### config.mk
export PLATFORM = sky130hd
export DESIGN_NAME = websocket_frame_deframer
export DESIGN_NICKNAME = d
export VERILOG_FILES = /design/src/wsdf_pkg.sv /design/src/websocket_frame_deframer.sv
export SDC_FILE = /design/constraint.sdc
export NUM_CORES = 1
export LEC_CHECK = 0
export BUFFER_PORTS_ARGS = -buffer_cell sky130_fd_sc_hd__buf_2
export CAP_MARGIN = 40
export CORE_UTILIZATION = 30
export CTS_CLUSTER_SIZE = 20
export DETAILED_ROUTE_END_ITERATION = 8
export GPL_ROUTABILITY_DRIVEN = 0
export SYNTH_ARGS = -nofsm -noshare
export SYNTH_HDL_FRONTEND = slang
export SYNTH_SLANG_ARGS = --single-unit
### constraint.sdc
create_clock -name i_clk -period 17.8 [get_ports i_clk]
set_clock_uncertainty 0.15 [all_clocks]
set_input_delay 1.78 -clock i_clk [delete_from_list [all_inputs] [get_ports i_clk]]
set_output_delay 1.78 -clock i_clk [all_outputs]
set_load 0.02 [all_outputs]
### src/wsdf_pkg.sv
`timescale 1ns / 1ps
// ----------------------------------------------------------------------------
// wsdf_pkg
// Shared types and constants for the websocket frame deframer.
// ----------------------------------------------------------------------------
package wsdf_pkg;

    localparam int unsigned BYTE_W = 8;
    localparam int unsigned SIZE_W = 64;
    localparam int unsigned KEY_W  = 32;

    // 7-bit length codes that announce an extended length field
    localparam logic [6:0] LEN_EXT16 = 7'd126;
    localparam logic [6:0] LEN_EXT64 = 7'd127;

    localparam logic [3:0] OPC_CLOSE = 4'h8;

    typedef enum logic [1:0] {
        ST_RUN        = 2'd0,
        ST_DATA_DONE  = 2'd1,
        ST_CLOSE_DONE = 2'd2,
        ST_INCOMPLETE = 2'd3
    } t_status;

endpackage : wsdf_pkg

### src/websocket_frame_deframer.sv
`timescale 1ns / 1ps
// ----------------------------------------------------------------------------
// websocket_frame_deframer
// Parses one websocket frame per receive buffer, one byte per request, and
// emits unmasked payload bytes together with frame header and status.
// ----------------------------------------------------------------------------
// The block takes one received byte per clock and can sustain that rate
// indefinitely as long as the result side keeps up. Each byte is captured in
// an input register, runs through one pass of header/payload decode logic and
// lands in a result register; a result is presented from the result register
// once its byte has left the input register and the result register is free.
// The longest path is the 64-bit frame size add with saturation
// in the decode stage. Bytes that produce no result (most header bytes and
// the bytes skipped after a finished frame) never occupy the result register,
// and o_in_ready only drops when a result is waiting and i_out_ready is low.
module websocket_frame_deframer (
    input  logic                  i_clk,
    input  logic                  i_rst_n,

    input  logic                  i_in_valid,
    output logic                  o_in_ready,
    input  logic [7:0]            i_rx_byte,
    input  logic                  i_buffer_end,

    output logic                  o_out_valid,
    input  logic                  i_out_ready,
    output logic [7:0]            o_data_byte,
    output logic                  o_data_valid,
    output wsdf_pkg::t_status     o_frame_status,
    output logic                  o_fin_flag,
    output logic [3:0]            o_frame_opcode,
    output logic                  o_masked_flag,
    output logic [63:0]           o_payload_size,
    output logic [63:0]           o_frame_size
);
    import wsdf_pkg::*;

    typedef enum logic [2:0] {
        PH_HDR0    = 3'd0,
        PH_HDR1    = 3'd1,
        PH_EXT     = 3'd2,
        PH_MASK    = 3'd3,
        PH_PAYLOAD = 3'd4,
        PH_SKIP    = 3'd5
    } t_phase;

    // input register
    logic              r_in_valid;
    logic [BYTE_W-1:0] r_in_byte;
    logic              r_in_end;

    // parser state
    t_phase            r_phase,      n_phase;
    logic [2:0]        r_field_cnt,  n_field_cnt;
    logic [3:0]        r_hdr_bytes,  n_hdr_bytes;
    logic              r_fin,        n_fin;
    logic [3:0]        r_opcode,     n_opcode;
    logic              r_masked,     n_masked;
    logic [SIZE_W-1:0] r_length,     n_length;
    logic [SIZE_W-1:0] r_bytes_left, n_bytes_left;
    logic [KEY_W-1:0]  r_mask_key,   n_mask_key;
    logic [1:0]        r_mask_idx,   n_mask_idx;

    // result register
    logic              r_out_valid;
    logic [BYTE_W-1:0] r_out_data;
    logic              r_out_dvalid;
    t_status           r_out_status;
    logic              r_out_fin;
    logic [3:0]        r_out_opcode;
    logic              r_out_masked;
    logic [SIZE_W-1:0] r_out_psize;
    logic [SIZE_W-1:0] r_out_fsize;

    logic [BYTE_W-1:0] n_data;
    logic              n_dvalid;
    t_status           n_status;
    logic              n_produce;
    logic [SIZE_W:0]   n_fsum;
    logic [SIZE_W-1:0] n_fsize;
    logic [BYTE_W-1:0] key_byte;
    logic              advance;

    always_comb begin
        n_phase      = r_phase;
        n_field_cnt  = r_field_cnt;
        n_hdr_bytes  = r_hdr_bytes;
        n_fin        = r_fin;
        n_opcode     = r_opcode;
        n_masked     = r_masked;
        n_length     = r_length;
        n_bytes_left = r_bytes_left;
        n_mask_key   = r_mask_key;
        n_mask_idx   = r_mask_idx;
        n_data       = '0;
        n_dvalid     = 1'b0;
        n_status     = ST_RUN;

        case (r_mask_idx)
            2'd0:    key_byte = r_mask_key[31:24];
            2'd1:    key_byte = r_mask_key[23:16];
            2'd2:    key_byte = r_mask_key[15:8];
            default: key_byte = r_mask_key[7:0];
        endcase

        case (r_phase)
            PH_HDR1: begin
                n_hdr_bytes = 4'd2;
                n_masked    = r_in_byte[7];
                if (r_in_byte[6:0] == LEN_EXT16) begin
                    n_field_cnt = 3'd1;
                    n_phase     = PH_EXT;
                end else if (r_in_byte[6:0] == LEN_EXT64) begin
                    n_field_cnt = 3'd7;
                    n_phase     = PH_EXT;
                end else begin
                    n_length = {{(SIZE_W-7){1'b0}}, r_in_byte[6:0]};
                    if (n_masked) begin
                        n_phase     = PH_MASK;
                        n_field_cnt = 3'd3;
                    end else begin
                        n_bytes_left = n_length;
                        n_phase      = PH_PAYLOAD;
                    end
                end
            end
            PH_EXT: begin
                n_hdr_bytes = r_hdr_bytes + 4'd1;
                n_length    = {r_length[SIZE_W-BYTE_W-1:0], r_in_byte};
                if (r_field_cnt == 3'd0) begin
                    if (r_masked) begin
                        n_phase     = PH_MASK;
                        n_field_cnt = 3'd3;
                    end else begin
                        n_bytes_left = n_length;
                        n_phase      = PH_PAYLOAD;
                    end
                end else begin
                    n_field_cnt = r_field_cnt - 3'd1;
                end
            end
            PH_MASK: begin
                n_hdr_bytes = r_hdr_bytes + 4'd1;
                n_mask_key  = {r_mask_key[KEY_W-BYTE_W-1:0], r_in_byte};
                if (r_field_cnt == 3'd0) begin
                    n_bytes_left = r_length;
                    n_phase      = PH_PAYLOAD;
                end else begin
                    n_field_cnt = r_field_cnt - 3'd1;
                end
            end
            PH_PAYLOAD: begin
                if (r_bytes_left != '0) begin
                    n_data       = r_in_byte ^ key_byte;
                    n_dvalid     = 1'b1;
                    n_mask_idx   = r_mask_idx + 2'd1;
                    n_bytes_left = r_bytes_left - 64'd1;
                end
            end
            PH_SKIP: begin
            end
            default: begin
                // first header byte, also taken for unused phase codes
                n_fin        = r_in_byte[7];
                n_opcode     = r_in_byte[3:0];
                n_masked     = 1'b0;
                n_length     = '0;
                n_bytes_left = '0;
                n_mask_key   = '0;
                n_mask_idx   = 2'd0;
                n_field_cnt  = 3'd0;
                n_hdr_bytes  = 4'd1;
                n_phase      = PH_HDR1;
            end
        endcase

        if (r_phase == PH_SKIP) begin
            if (r_in_end) begin
                n_phase = PH_HDR0;
            end
        end else if (n_phase == PH_PAYLOAD && n_bytes_left == '0) begin
            n_status = (n_opcode == OPC_CLOSE) ? ST_CLOSE_DONE : ST_DATA_DONE;
            n_phase  = r_in_end ? PH_HDR0 : PH_SKIP;
        end else if (r_in_end) begin
            n_status = ST_INCOMPLETE;
            n_phase  = PH_HDR0;
        end

        n_produce = n_dvalid || (n_status != ST_RUN);

        // frame size saturates on carry out
        n_fsum  = {1'b0, n_length} + {{(SIZE_W-3){1'b0}}, n_hdr_bytes};
        n_fsize = n_fsum[SIZE_W] ? {SIZE_W{1'b1}} : n_fsum[SIZE_W-1:0];
    end

    assign advance    = r_in_valid && (!n_produce || !r_out_valid || i_out_ready);
    assign o_in_ready = !r_in_valid || advance;

    always_ff @(posedge i_clk) begin
        if (!i_rst_n) begin
            r_in_valid   <= 1'b0;
            r_out_valid  <= 1'b0;
            r_phase      <= PH_HDR0;
            r_field_cnt  <= '0;
            r_hdr_bytes  <= '0;
            r_fin        <= 1'b0;
            r_opcode     <= '0;
            r_masked     <= 1'b0;
            r_length     <= '0;
            r_bytes_left <= '0;
            r_mask_key   <= '0;
            r_mask_idx   <= '0;
        end else begin
            if (o_in_ready) begin
                r_in_valid <= i_in_valid;
            end
            if (advance) begin
                r_phase      <= n_phase;
                r_field_cnt  <= n_field_cnt;
                r_hdr_bytes  <= n_hdr_bytes;
                r_fin        <= n_fin;
                r_opcode     <= n_opcode;
                r_masked     <= n_masked;
                r_length     <= n_length;
                r_bytes_left <= n_bytes_left;
                r_mask_key   <= n_mask_key;
                r_mask_idx   <= n_mask_idx;
            end
            if (advance && n_produce) begin
                r_out_valid <= 1'b1;
            end else if (i_out_ready) begin
                r_out_valid <= 1'b0;
            end
        end

        if (o_in_ready && i_in_valid) begin
            r_in_byte <= i_rx_byte;
            r_in_end  <= i_buffer_end;
        end
        if (advance && n_produce) begin
            r_out_data   <= n_data;
            r_out_dvalid <= n_dvalid;
            r_out_status <= n_status;
            r_out_fin    <= n_fin;
            r_out_opcode <= n_opcode;
            r_out_masked <= n_masked;
            r_out_psize  <= n_length;
            r_out_fsize  <= n_fsize;
        end
    end

    assign o_out_valid    = r_out_valid;
    assign o_data_byte    = r_out_data;
    assign o_data_valid   = r_out_dvalid;
    assign o_frame_status = r_out_status;
    assign o_fin_flag     = r_out_fin;
    assign o_frame_opcode = r_out_opcode;
    assign o_masked_flag  = r_out_masked;
    assign o_payload_size = r_out_psize;
    assign o_frame_size   = r_out_fsize;

    // a delivered result always carries a payload byte or a status
    a_result_has_content: assert property (@(posedge i_clk) disable iff (!i_rst_n)
        o_out_valid |-> (o_data_valid || o_frame_status != ST_RUN))
        else $error("result without payload or status");

    // bytes after a finished frame never produce a result
    a_skip_silent: assert property (@(posedge i_clk) disable iff (!i_rst_n)
        (r_in_valid && r_phase == PH_SKIP) |-> !n_produce)
        else $error("skipped byte produced a result");

    // a new result never overwrites one that is still waiting
    a_no_overwrite: assert property (@(posedge i_clk) disable iff (!i_rst_n)
        (advance && n_produce) |-> (!r_out_valid || i_out_ready))
        else $error("result register overwritten");

    // masking key counter stays within four bytes
    a_mask_count: assert property (@(posedge i_clk) disable iff (!i_rst_n)
        (r_phase == PH_MASK) |-> (r_field_cnt <= 3'd3))
        else $error("mask byte count out of range");

    // payload bytes are counted down one per emitted byte
    a_payload_count: assert property (@(posedge i_clk) disable iff (!i_rst_n)
        (advance && n_dvalid) |=> (r_bytes_left == $past(r_bytes_left) - 64'd1))
        else $error("payload count not decremented");

endmodule : websocket_frame_deframer
# Word-level counts from Yosys, hierarchy flattened
# Index checks and enable logic that the tools add are counted.
[word_totals]
output_inout_bits = 147
regBits = 334
wordCells = 119
inputBits = 13
[op_classes]
mux = 45
n_eq_ne = 15
n_bitwise = 4
n_addsub = 5
reduce_logical = 28
[op_table]
columns = ["operator", "count"]
rows = [
  ["64-bit 2-to-1 mux", 9],
  ["64-bit one-hot mux with 5 select lines", 1],
  ["64-bit one-hot mux with 3 select lines", 1],
  ["64-bit by 4-bit adder with 65-bit output", 1],
  ["64-bit zero test", 1],
  ["32-bit one-hot mux with 2 select lines", 1],
  ["64-bit nonzero test", 1],
  ["64-bit by 1-bit subtractor with 64-bit output, second input constant", 1],
  ["3-bit 2-to-1 mux", 16],
  ["3-bit one-hot mux with 4 select lines", 2],
  ["8-bit one-hot mux with 3 select lines", 1],
  ["7-bit equality test, second input constant", 2],
  ["4-bit one-hot mux with 3 select lines", 1],
  ["4-bit OR reduction", 3],
  ["2-bit 2-to-1 mux", 5],
  ["3-bit equality test, second input constant", 3],
  ["8-bit bitwise XOR", 1],
  ["3-bit by 2-bit equality test with 1-bit output, second input constant", 2],
  ["1-bit 2-to-1 mux", 5],
  ["5-bit AND reduction", 1],
  ["5-bit OR reduction", 1],
  ["4-bit by 1-bit adder with 4-bit output, second input constant", 1],
  ["4-bit equality test, second input constant", 1],
  ["1-bit logical AND", 4],
  ["21 further kinds", 32],
]

# Depth between registers and ports, before layout
# Gate-level depths: netlist of the first run.
[depth]
ltp_word = 16
mapped_depth = 23
depth_no_buf = 20

# Worst setup path before layout of the first run
# Ideal clock, no wire load.
[synth_timing]
path_type = "reg2reg"
startpoint = "register r_bytes_left[31]"
endpoint = "register r_out_data[0], in the netlist o_data_byte[0] (enable)"
path_buffers = 2
arrival_ns = 13.821
setup_time_ns = 0.828
path_slack_ns = 3.001
t_required_ns = 16.822
stages_incl_launch_ff = 15
synth_period_minus_slack_ns = 14.799
path_cell_list = "dfxtp_1 -> or4_1 -> buf_2 -> nor3_1 -> buf_2 -> nand4_2 -> a2111oi_0 -> xnor2_1 -> o21ai_0 -> or2b_1 -> or4_1 -> or4_1 -> o21ai_0 -> a21oi_1 -> nor3_1"
[synth_via]
elab_chain_len = 15
elab_cells_between_ends = 23
cone_classes = "1 x add/sub; 12 x mux; 10 x reduce/logical"
[synth_rtl]
columns = ["item", "line_no", "source"]
rows = [
  ["start: declaration", "websocket_frame_deframer.sv:60", "logic [SIZE_W-1:0] r_bytes_left, n_bytes_left;"],
  ["start signal: assignment", "websocket_frame_deframer.sv:225", "r_bytes_left <= n_bytes_left;"],
  ["branches (longest 9 deep; another with 64-bit by 1-bit subtractor with 64-bit output)", "-", ""],
  ["1-bit logical OR (*)", "websocket_frame_deframer.sv:189", "n_produce = n_dvalid || (n_status != ST_RUN);"],
  ["1-bit zero test", "websocket_frame_deframer.sv:196", "assign advance = r_in_valid && (!n_produce || !r_out_valid || i_out_ready);"],
  ["1-bit logical OR (2 in series)", "websocket_frame_deframer.sv:196", ""],
  ["1-bit logical AND", "websocket_frame_deframer.sv:196", ""],
  ["1-bit logical AND (*)", "websocket_frame_deframer.sv:240", "if (advance && n_produce) begin"],
  ["end signal: assignment", "websocket_frame_deframer.sv:241", "r_out_data <= n_data;"],
  ["end: declaration", "websocket_frame_deframer.sv:66", "logic [BYTE_W-1:0] r_out_data;"],
]
# Every way passes the cells marked *.
# A chain may end at the register's enable or synchronous reset.

# Worst setup path in the final report of the first run
[layout_timing]
startpoint = "register r_phase[2]"
endpoint = "output port o_in_ready"
[layout_via]
elab_chain_len = 14
elab_cells_between_ends = 27
cone_classes = "7 x eq/ne; 9 x mux; 11 x reduce/logical"
[layout_rtl]
columns = ["item", "line_no", "source"]
rows = [
  ["start: declaration", "websocket_frame_deframer.sv:53", "t_phase r_phase, n_phase;"],
  ["start signal: assignment", "websocket_frame_deframer.sv:218", "r_phase <= n_phase;"],
  ["branches (longest 8 deep; another with 64-bit one-hot mux with 5 select lines)", "-", ""],
  ["1-bit logical OR (*)", "websocket_frame_deframer.sv:189", ""],
  ["1-bit zero test (*)", "websocket_frame_deframer.sv:196", ""],
  ["1-bit logical OR (*) (2 in series)", "websocket_frame_deframer.sv:196", ""],
  ["1-bit logical AND (*)", "websocket_frame_deframer.sv:196", ""],
  ["1-bit logical OR (*)", "websocket_frame_deframer.sv:197", "assign o_in_ready = !r_in_valid || advance;"],
  ["end: declaration", "websocket_frame_deframer.sv:21", "output logic o_in_ready,"],
]
# Marks and branches as above.

==> results of run 1 <==
==> synth_stat cells, drive strengths merged, types with 54 or more instances <==
master | count | share of area [%]
nor4 | 54 | 2.1
edfxtp | 154 | 25
nand3 | 72 | 2.0
o21ai | 80 | 2.2
clkbuf | 144 | 3.0
dfxtp | 180 | 20
inv | 61 | 1.3
a22o | 63 | 3.0
nor3 | 121 | 3.4
nor2 | 284 | 5.8
nand2 | 202 | 4.1
a211oi | 62 | 2.6
==> worst max-delay path by stage <==
stage	cells after the start	end	slack (ns)	from
2_1_floorplan	14	o_data_byte[0]$_SDFFCE_PN0P_	3.00	r_bytes_left[31]$_SDFFE_PN0P_
3_3_place_gp	15	o_payload_size[19]$_DFFE_PP_	9.90	r_bytes_left[9]$_SDFFE_PN0P_
3_5_place_dp	14	o_in_ready	9.98	r_phase[2]$_SDFFE_PN0P_
4_1_cts	14	o_in_ready	9.41	r_phase[2]$_SDFFE_PN0P_
5_1_grt	13	o_in_ready	9.00	r_bytes_left[51]$_SDFFE_PN0P_
6_report	14	o_in_ready	9.17	r_phase[2]$_SDFFE_PN0P_
==> cell type report <==
class	count	area, sq um
multi-input cells	1511	9150
repair buffers	211	1290
clock buffers	41	920
flip-flops and latches	334	8230
clock inverters	25	343
fillers	6134	39100
inverters	62	235
well taps	782	978
==> power breakdown <==
part           total [mW]  switching, mW  internal [mW]
clock               0.808          0.329          0.479
sequential          0.872         0.0436          0.828
combinational       0.179          0.123         0.0555
==> through the flow <==
stage	hold WS, ns	cell area (sq um)	utilization, %	setup WS [ns]	total power [mW]
floorplan	0.293	18300	-	3.00	0.993
CTS	0.328	21100	35.1	9.41	1.87
detailed placement	0.309	19900	33.0	9.98	1.06
global placement	0.307	19700	32.7	9.90	1.05
finish	0.331	21100	35.1	9.17	1.86
global route	0.335	21100	35.1	9.00	1.92
==> critical path: cells and delay by family (launching register included) <==
kind,cells,cell delay [ns]
compound gates,5,1.95
buf+inv,3,0.95
simple gates,6,2.73
flops,1,0.49
==> cell usage in the layout, fill, tap and decap left out, types with 51 or more instances in the layout <==
cell type | synthesis | final
nor2_1 | 284 | 284
nand2_1 | 202 | 201
dfxtp_1 | 180 | 179
buf_2 | 17 | 159
edfxtp_1 | 154 | 154
nor3_1 | 120 | 117
o21ai_0 | 79 | 79
nand3_1 | 71 | 71
a22o_1 | 63 | 63
inv_1 | 60 | 60
a211oi_1 | 60 | 60
a22oi_1 | 53 | 53
xnor2_1 | 51 | 51
==> sequential cells by signal, indices dropped and copies added (netlist names), 2 cells and up <==
name and cells:
r_mask_key 32, o_frame_opcode 4, r_mask_idx 2, r_phase 3, o_frame_status 2, r_length 64
r_in_byte 8, o_payload_size 64, r_opcode 4, r_bytes_left 64, o_data_byte 8, o_frame_size 64
r_hdr_bytes 4, r_field_cnt 3
==> kinds of logic after synthesis <==
kind of cell / after synthesis / synth area share (%)
and+or+nand+nor: 903 / 24.0
AOI/OAI and AO/OA: 509 / 20.6
DFF: 334 / 45.0
buffers and inverters: 241 / 5.20
xor gates and xnor gates: 69 / 3.31
muxes: 16 / 0.897
adders and majority gates: 14 / 1.00
==> per-layer routing <==
metal	vias up	routed length (um)	GRT usage, %
met3	268	6640	4.03
met2	1124	30300	32.5
met1	8587	27600	28.2
met5	-	0	0
li1	7996	-	-
met4	0	3900	11.6
==> results.md, run 1 <==
- Fin cells: 2966
- Critical Path RT: 15.87 ns
- Cts hold-fix bufs: 0
- Hold endpoint: r_mask_key[27]$_SDFFE_PN0P_
- Status: finished, violations left
- CP max FO: 50
- Antenna viol nets, final: 0
- Headroom to the max-slew limit: 34.5%
- Worst hold path type: flip-flop to flip-flop
- DR vias: 18000
- Ys async rst share: 0%
- Placed cell count: 2900
- Worst Tran Pin Value: 0.970 ns
- Cells on worst reg2reg path: 16
- Slowest Stage Delay on Critical Path: 0.80 ns
- Ys flop type: dfxtp_1
- Die Span X: 249 um
- Critical-path cell list: buf_4 > or3b_2 > o32a_1 > and2_1 > o31ai_2 > buf_4 > or4_1 > a311oi_1 > nand4_1 > or4_1 > o21ai_0 > a21oi_1 > or2_1 > buf_2
- Post_cts resized: 0
- Peak VDD IR: 51.2 uV
- GR Util All Layers: 21.2%
- Initial Util: 30.3%
- Synthesized flop and latch total: 334
- Detailed Place HPWL: 47900 um
- Crit path launch type: flip-flop
- Pre-Repair DR Iteration Count: 9
- Worst R2R End: o_payload_size[19]$_DFFE_PP_
- Hold Fails Final Rpt: 0
- Hold Crit Depth: 1
- Fmax: 116 MHz
- Worst-path clk slew: 0.06 ns
- Initial antenna violation count: 0
- Ant. Diodes: 0
- DRC: 1
- Routed vias/inst: 6.06
- Die ar.: 0.0619 sq mm
- Fin crit share: 48.5%
- RSZ-0062 raised after global routing: false
- Clock Path Buffers: 3
- I/O Pins: 160
- Mapped Cells: 2086
- First-pass GRT wire length: 104000 um
- Root Driver: clkbuf_16
- # setup viols final: 0
- Critical path's slowest cell: and2_1
- Failing checks: design-rule violations
- Hold Startpoint: r_mask_key[27]$_SDFFE_PN0P_
- EDFF count, synth: 154
- Clock Latency Late Sink: 0.56 ns
- Synth Cell Area: 0.0183 sq mm
- Yosys warns: 0
- Final wirelength: 68500 um
- Leak Pwr: 8.02 nW
- Core area: 0.0602 sq mm
- Max Cap Viol: 0
- CTS Sinks: 334
- Share of layout cells above drive strength 1: 14.0%
- Final worst path period need: 8.63 ns
- Area delta synth->final: 15.7%
- H-tree Lvls: 2
- Setup_tns: 0 ns
- Cell variety after synth: 89
- Syn nets: 2113
- Worst reg2reg setup slack: 9.83 ns
- Die Y: 249 um
- Post-synthesis sequential area ratio: 45.0%
- Initial DRC Count: 2244
- Fin. max-slew vios: 0
- Total CTS buffers: 36
- Routed WL per cell: 23.1 um
- WP data arrival: 6.70 ns
- PwrDens: 87.9 mW/mm^2
- Rows: 90
- Crit Path Class: flip-flop to primary output
- Critical Path Sink Type: primary output
- Port Buf Inserts: 159
- Largest net degree at the start of global routing: 68
- Vias in the first global route: 16600
- Grt total ovfl: 0
- Final net count: 2183
- R2r startpoint: r_phase[2]$_SDFFE_PN0P_
- Average size of a mapped cell: 8.76 sq um
- CTS tree: built
- Postcts setup bufs: 0
(Power assumes the default switching activity.)
==> inputs of run 2 (changes only) <==
--- a/config.mk
+++ b/config.mk
@@ -5,6 +5,7 @@
 export SDC_FILE = /design/constraint.sdc
 export NUM_CORES = 1
 export LEC_CHECK = 0
+export ABC_AREA = 1
 export BUFFER_PORTS_ARGS = -buffer_cell sky130_fd_sc_hd__buf_2
 export CAP_MARGIN = 40
 export CORE_UTILIZATION = 30
==> constraint.sdc (replaced) <==
create_clock -name i_clk -period 7.7 [get_ports i_clk]
set_clock_uncertainty 0.15 [all_clocks]
set_input_delay 0.77 -clock i_clk [delete_from_list [all_inputs] [get_ports i_clk]]
set_output_delay 0.77 -clock i_clk [all_outputs]
set_load 0.02 [all_outputs]
==> run 2 against run 1 <==
Net effect:
- the run now ends clean
- die area rose by 14%
- sequential share of layout area fell by 4.1 points
- combinational power rose to 5.2 times the previous value
- critical path type unchanged
- global-route usage fell by 0.82 points
- critical path depth rose by 7
- total power rose to 2.6 times the previous value
- synthesized area rose by 14%
- largest cell class unchanged
- flip-flop and latch count did not move
- sequential power rose by 140%
- routed wire length rose by 6.5%
==> results.md, run 2 <==
- Status: finished clean
- Port Buf Inserts: 159 (unchanged)
- Largest net degree at the start of global routing: 181 (+170%)
- PwrDens: 205 mW/mm^2 (+130%)
- I/O Pins: 160 (unchanged)
- Leak Pwr: 10.0 nW (+25%)
- Postcts setup bufs: 0 (unchanged)
- CTS Sinks: 334 (unchanged)
- H-tree Lvls: 2 (unchanged)
- DRC: 0 (-1)
- Cts hold-fix bufs: 0 (unchanged)
- Critical Path Sink Type: primary output
- CP max FO: 40 (-20%)
- Crit path from: r_field_cnt[0]$_SDFFE_PN0P_
- Ys async rst share: 0% (unchanged)
- Commonest cells after routing, fill and taps aside: 819 x nand2_1, 496 x nor2_1, 372 x inv_1
- First-pass GRT wire length: 112000 um (+8.1%)
- Detailed Place HPWL: 52900 um (+10%)
- Post-synth top cells: 819 x nand2_1, 498 x nor2_1, 373 x inv_1
- WP data arrival: 4.97 ns (-1.73 ns)
- Fin cells: 4111 (+39%)
- Fmax: 170 MHz
- Clock Latency Late Sink: 0.58 ns (+0.02 ns)
- Rows: 96 (+6.7%)
- CTS tree: built
- Initial Util: 30.3% (-0.034 points)
- Clock Path Buffers: 3 (unchanged)
- Leading cell type in the layout, fill and taps excluded: nand2_1
- Hold Startpoint: i_rx_byte[7]
- Ys flop type: dfxtp_1
- Max Cap Viol: 0 (unchanged)
- Die Y: 265 um (+6.6%)
- Initial DRC Count: 2200 (-2.0%)
- EDFF count, synth: 154 (unchanged)
- Peak VDD IR: 138 uV (+170%)
- Fin. max-slew vios: 0 (unchanged)
- Place WS: 2.18 ns (-7.80 ns)
- Die Span X: 265 um (+6.6%)
- GR Util All Layers: 20.4% (-0.82 points)
- Placed Area: 0.0224 sq mm (+13%)
- Synth Cell Area: 0.0208 sq mm (+14%)
- Die ar.: 0.0703 sq mm (+14%)
- Synth top area share: 22.3% (-3.1 points)
- Share of layout cells above drive strength 1: 12.1% (-1.9 points)
- Cell variety after synth: 51 (-43%)
- Final net count: 3178 (+46%)
- Final instance area: 0.0236 sq mm (+12%)
- RSZ-0062 raised after global routing: false
- Top cells by area, synth: edfxtp_1 22%, dfxtp_1 17%, nand2_1 15%
- Placed cell count: 4042 (+39%)
- Fin crit share: 76.4%
- Crit path launch type: flip-flop
- Core area: 0.0686 sq mm (+14%)
- Worst hold path type: input pin to flip-flop
- DR vias: 20900 (+16%)
- Initial antenna violation count: 0 (unchanged)
- Post_cts resized: 0 (unchanged)
- R2r startpoint: r_field_cnt[0]$_SDFFE_PN0P_
- Final wirelength: 72900 um (+6.5%)
- Hold Fails Final Rpt: 0 (unchanged)
- PnR worst setup slack: 1.81 ns (-7.35 ns)
- Mapped Cells: 3053 (+46%)
- Routed WL per cell: 17.7 um (-23%)
- Routed vias/inst: 5.07 (-16%)
- Synth area leader: edfxtp_1
- Syn nets: 3080 (+46%)
- Critical Path RT: 6.78 ns (-9.09 ns)
- Yosys warns: 0 (unchanged)
- Post-synthesis sequential area ratio: 39.6% (-5.4 points)
- Ant. Diodes: 0 (unchanged)
- Worst Tran Pin Value: 1.03 ns (+0.0588 ns)
- Synthesized flop and latch total: 334 (unchanged)
- Crit Path Class: flip-flop to primary output
- Setup_tns: 0 ns (unchanged)
- Worst-path clk slew: 0.06 ns (about the same)
- Total CTS buffers: 38 (+5.6%)
- Grt total ovfl: 0 (unchanged)
- Root Driver: clkbuf_16
- Area delta synth->final: 13.7%
- Pre-Repair DR Iteration Count: 6 (-3)
- Final worst path period need: 5.89 ns
- WHS: 0.234 ns (-0.0971 ns)
- Average size of a mapped cell: 6.81 sq um (-22%)
- Vias in the first global route: 19000 (+15%)
- Antenna viol nets, final: 0 (unchanged)
- Most common cell in the netlist: nand2_1
- Headroom to the max-slew limit: 31.4% (-3.1 points)
- # setup viols final: 0 (unchanged)
## run 2: cell types whose count changed after synthesis, moves of 47 or more
cell      before  now
o22ai_1       21   73
clkbuf_1     139   44
a22o_1        63    0
xnor2_1       51    4
nand4_1       43  115
a21oi_1       41  147
nand3_1       71  190
nand2_1      202  819
a211oi_1      60    0
nor2_1       284  498
inv_1         60  373
nor3_1       120   21
a22oi_1       53    3
## run 2: cell families after synthesis
group | share of synthesized area (%)
buf+inv | 10.8
fa+ha+maj | 0.879
flops | 39.6
simple gates | 36.1
xor+xnor | 1.01
compound gates | 11.6
## run 2: stage by stage
stage	power, mW	util (%)
after floorplan	2.72	-
after global placement	2.99	32.5
after detailed placement	3.00	32.7
after CTS	4.87	34.5
after global routing	5.06	34.5
final	4.85	34.5
## run 2: path summary, 6_finish.rpt
check	to	slack, ns	depth (start not counted)
min	r_in_byte[7]$_DFFE_PP_	0.23	1
max	o_in_ready	1.81	21
min reg2reg	r_opcode[2]$_SDFFE_PN0P_	0.33	2
max reg2reg	r_length[8]$_SDFFE_PN0P_	1.97	24
## run 2: cell type report
cell class	instances	area, sq um
Multi-Input combinational cell	2180	10300
Clock inverter	21	245
Sequential cell	334	8230
Inverter	408	1540
Clock buffer	48	988
Timing Repair Buffer	189	1110
Tap cell	931	1160
Fill cell	7360	45000
## run 2: worst max-delay path, stage by stage (launching register included)
cell,delay (ns)
dfxtp_1,0.31
inv_1,0.09
ha_1,0.18
inv_1,0.04
nor2_1,0.33
nand2_1,0.11
buf_4,0.29
nand2_1,0.22
nand3_1,0.68
a21oi_1,0.39
nand2_1,0.17
nor2_1,0.20
nand2_1,0.07
nor2_1,0.08
nand2_1,0.06
nor2_1,0.27
nand2_1,0.15
nand2_1,0.10
nand2_2,0.08
nand2_4,0.13
nand3_1,0.19
buf_2,0.24
## run 2: report_power, final
| part | switching, mW | total, mW | internal (mW) |
|---|---|---|---|
| clock | 0.784 | 1.87 | 1.08 |
| sequential | 0.0906 | 2.06 | 1.97 |
| combinational | 0.664 | 0.923 | 0.258 |
| total | 1.54 | 4.85 | 3.31 |
## run 2: per-layer routing
metal	GRT usage (%)	vias to the layer above	wire length, um
li1	-	10100	-
met1	27.5	9656	31000
met2	32.5	904	33200
met3	2.72	164	5690
met4	9.30	0	3050
met5	0	-	0
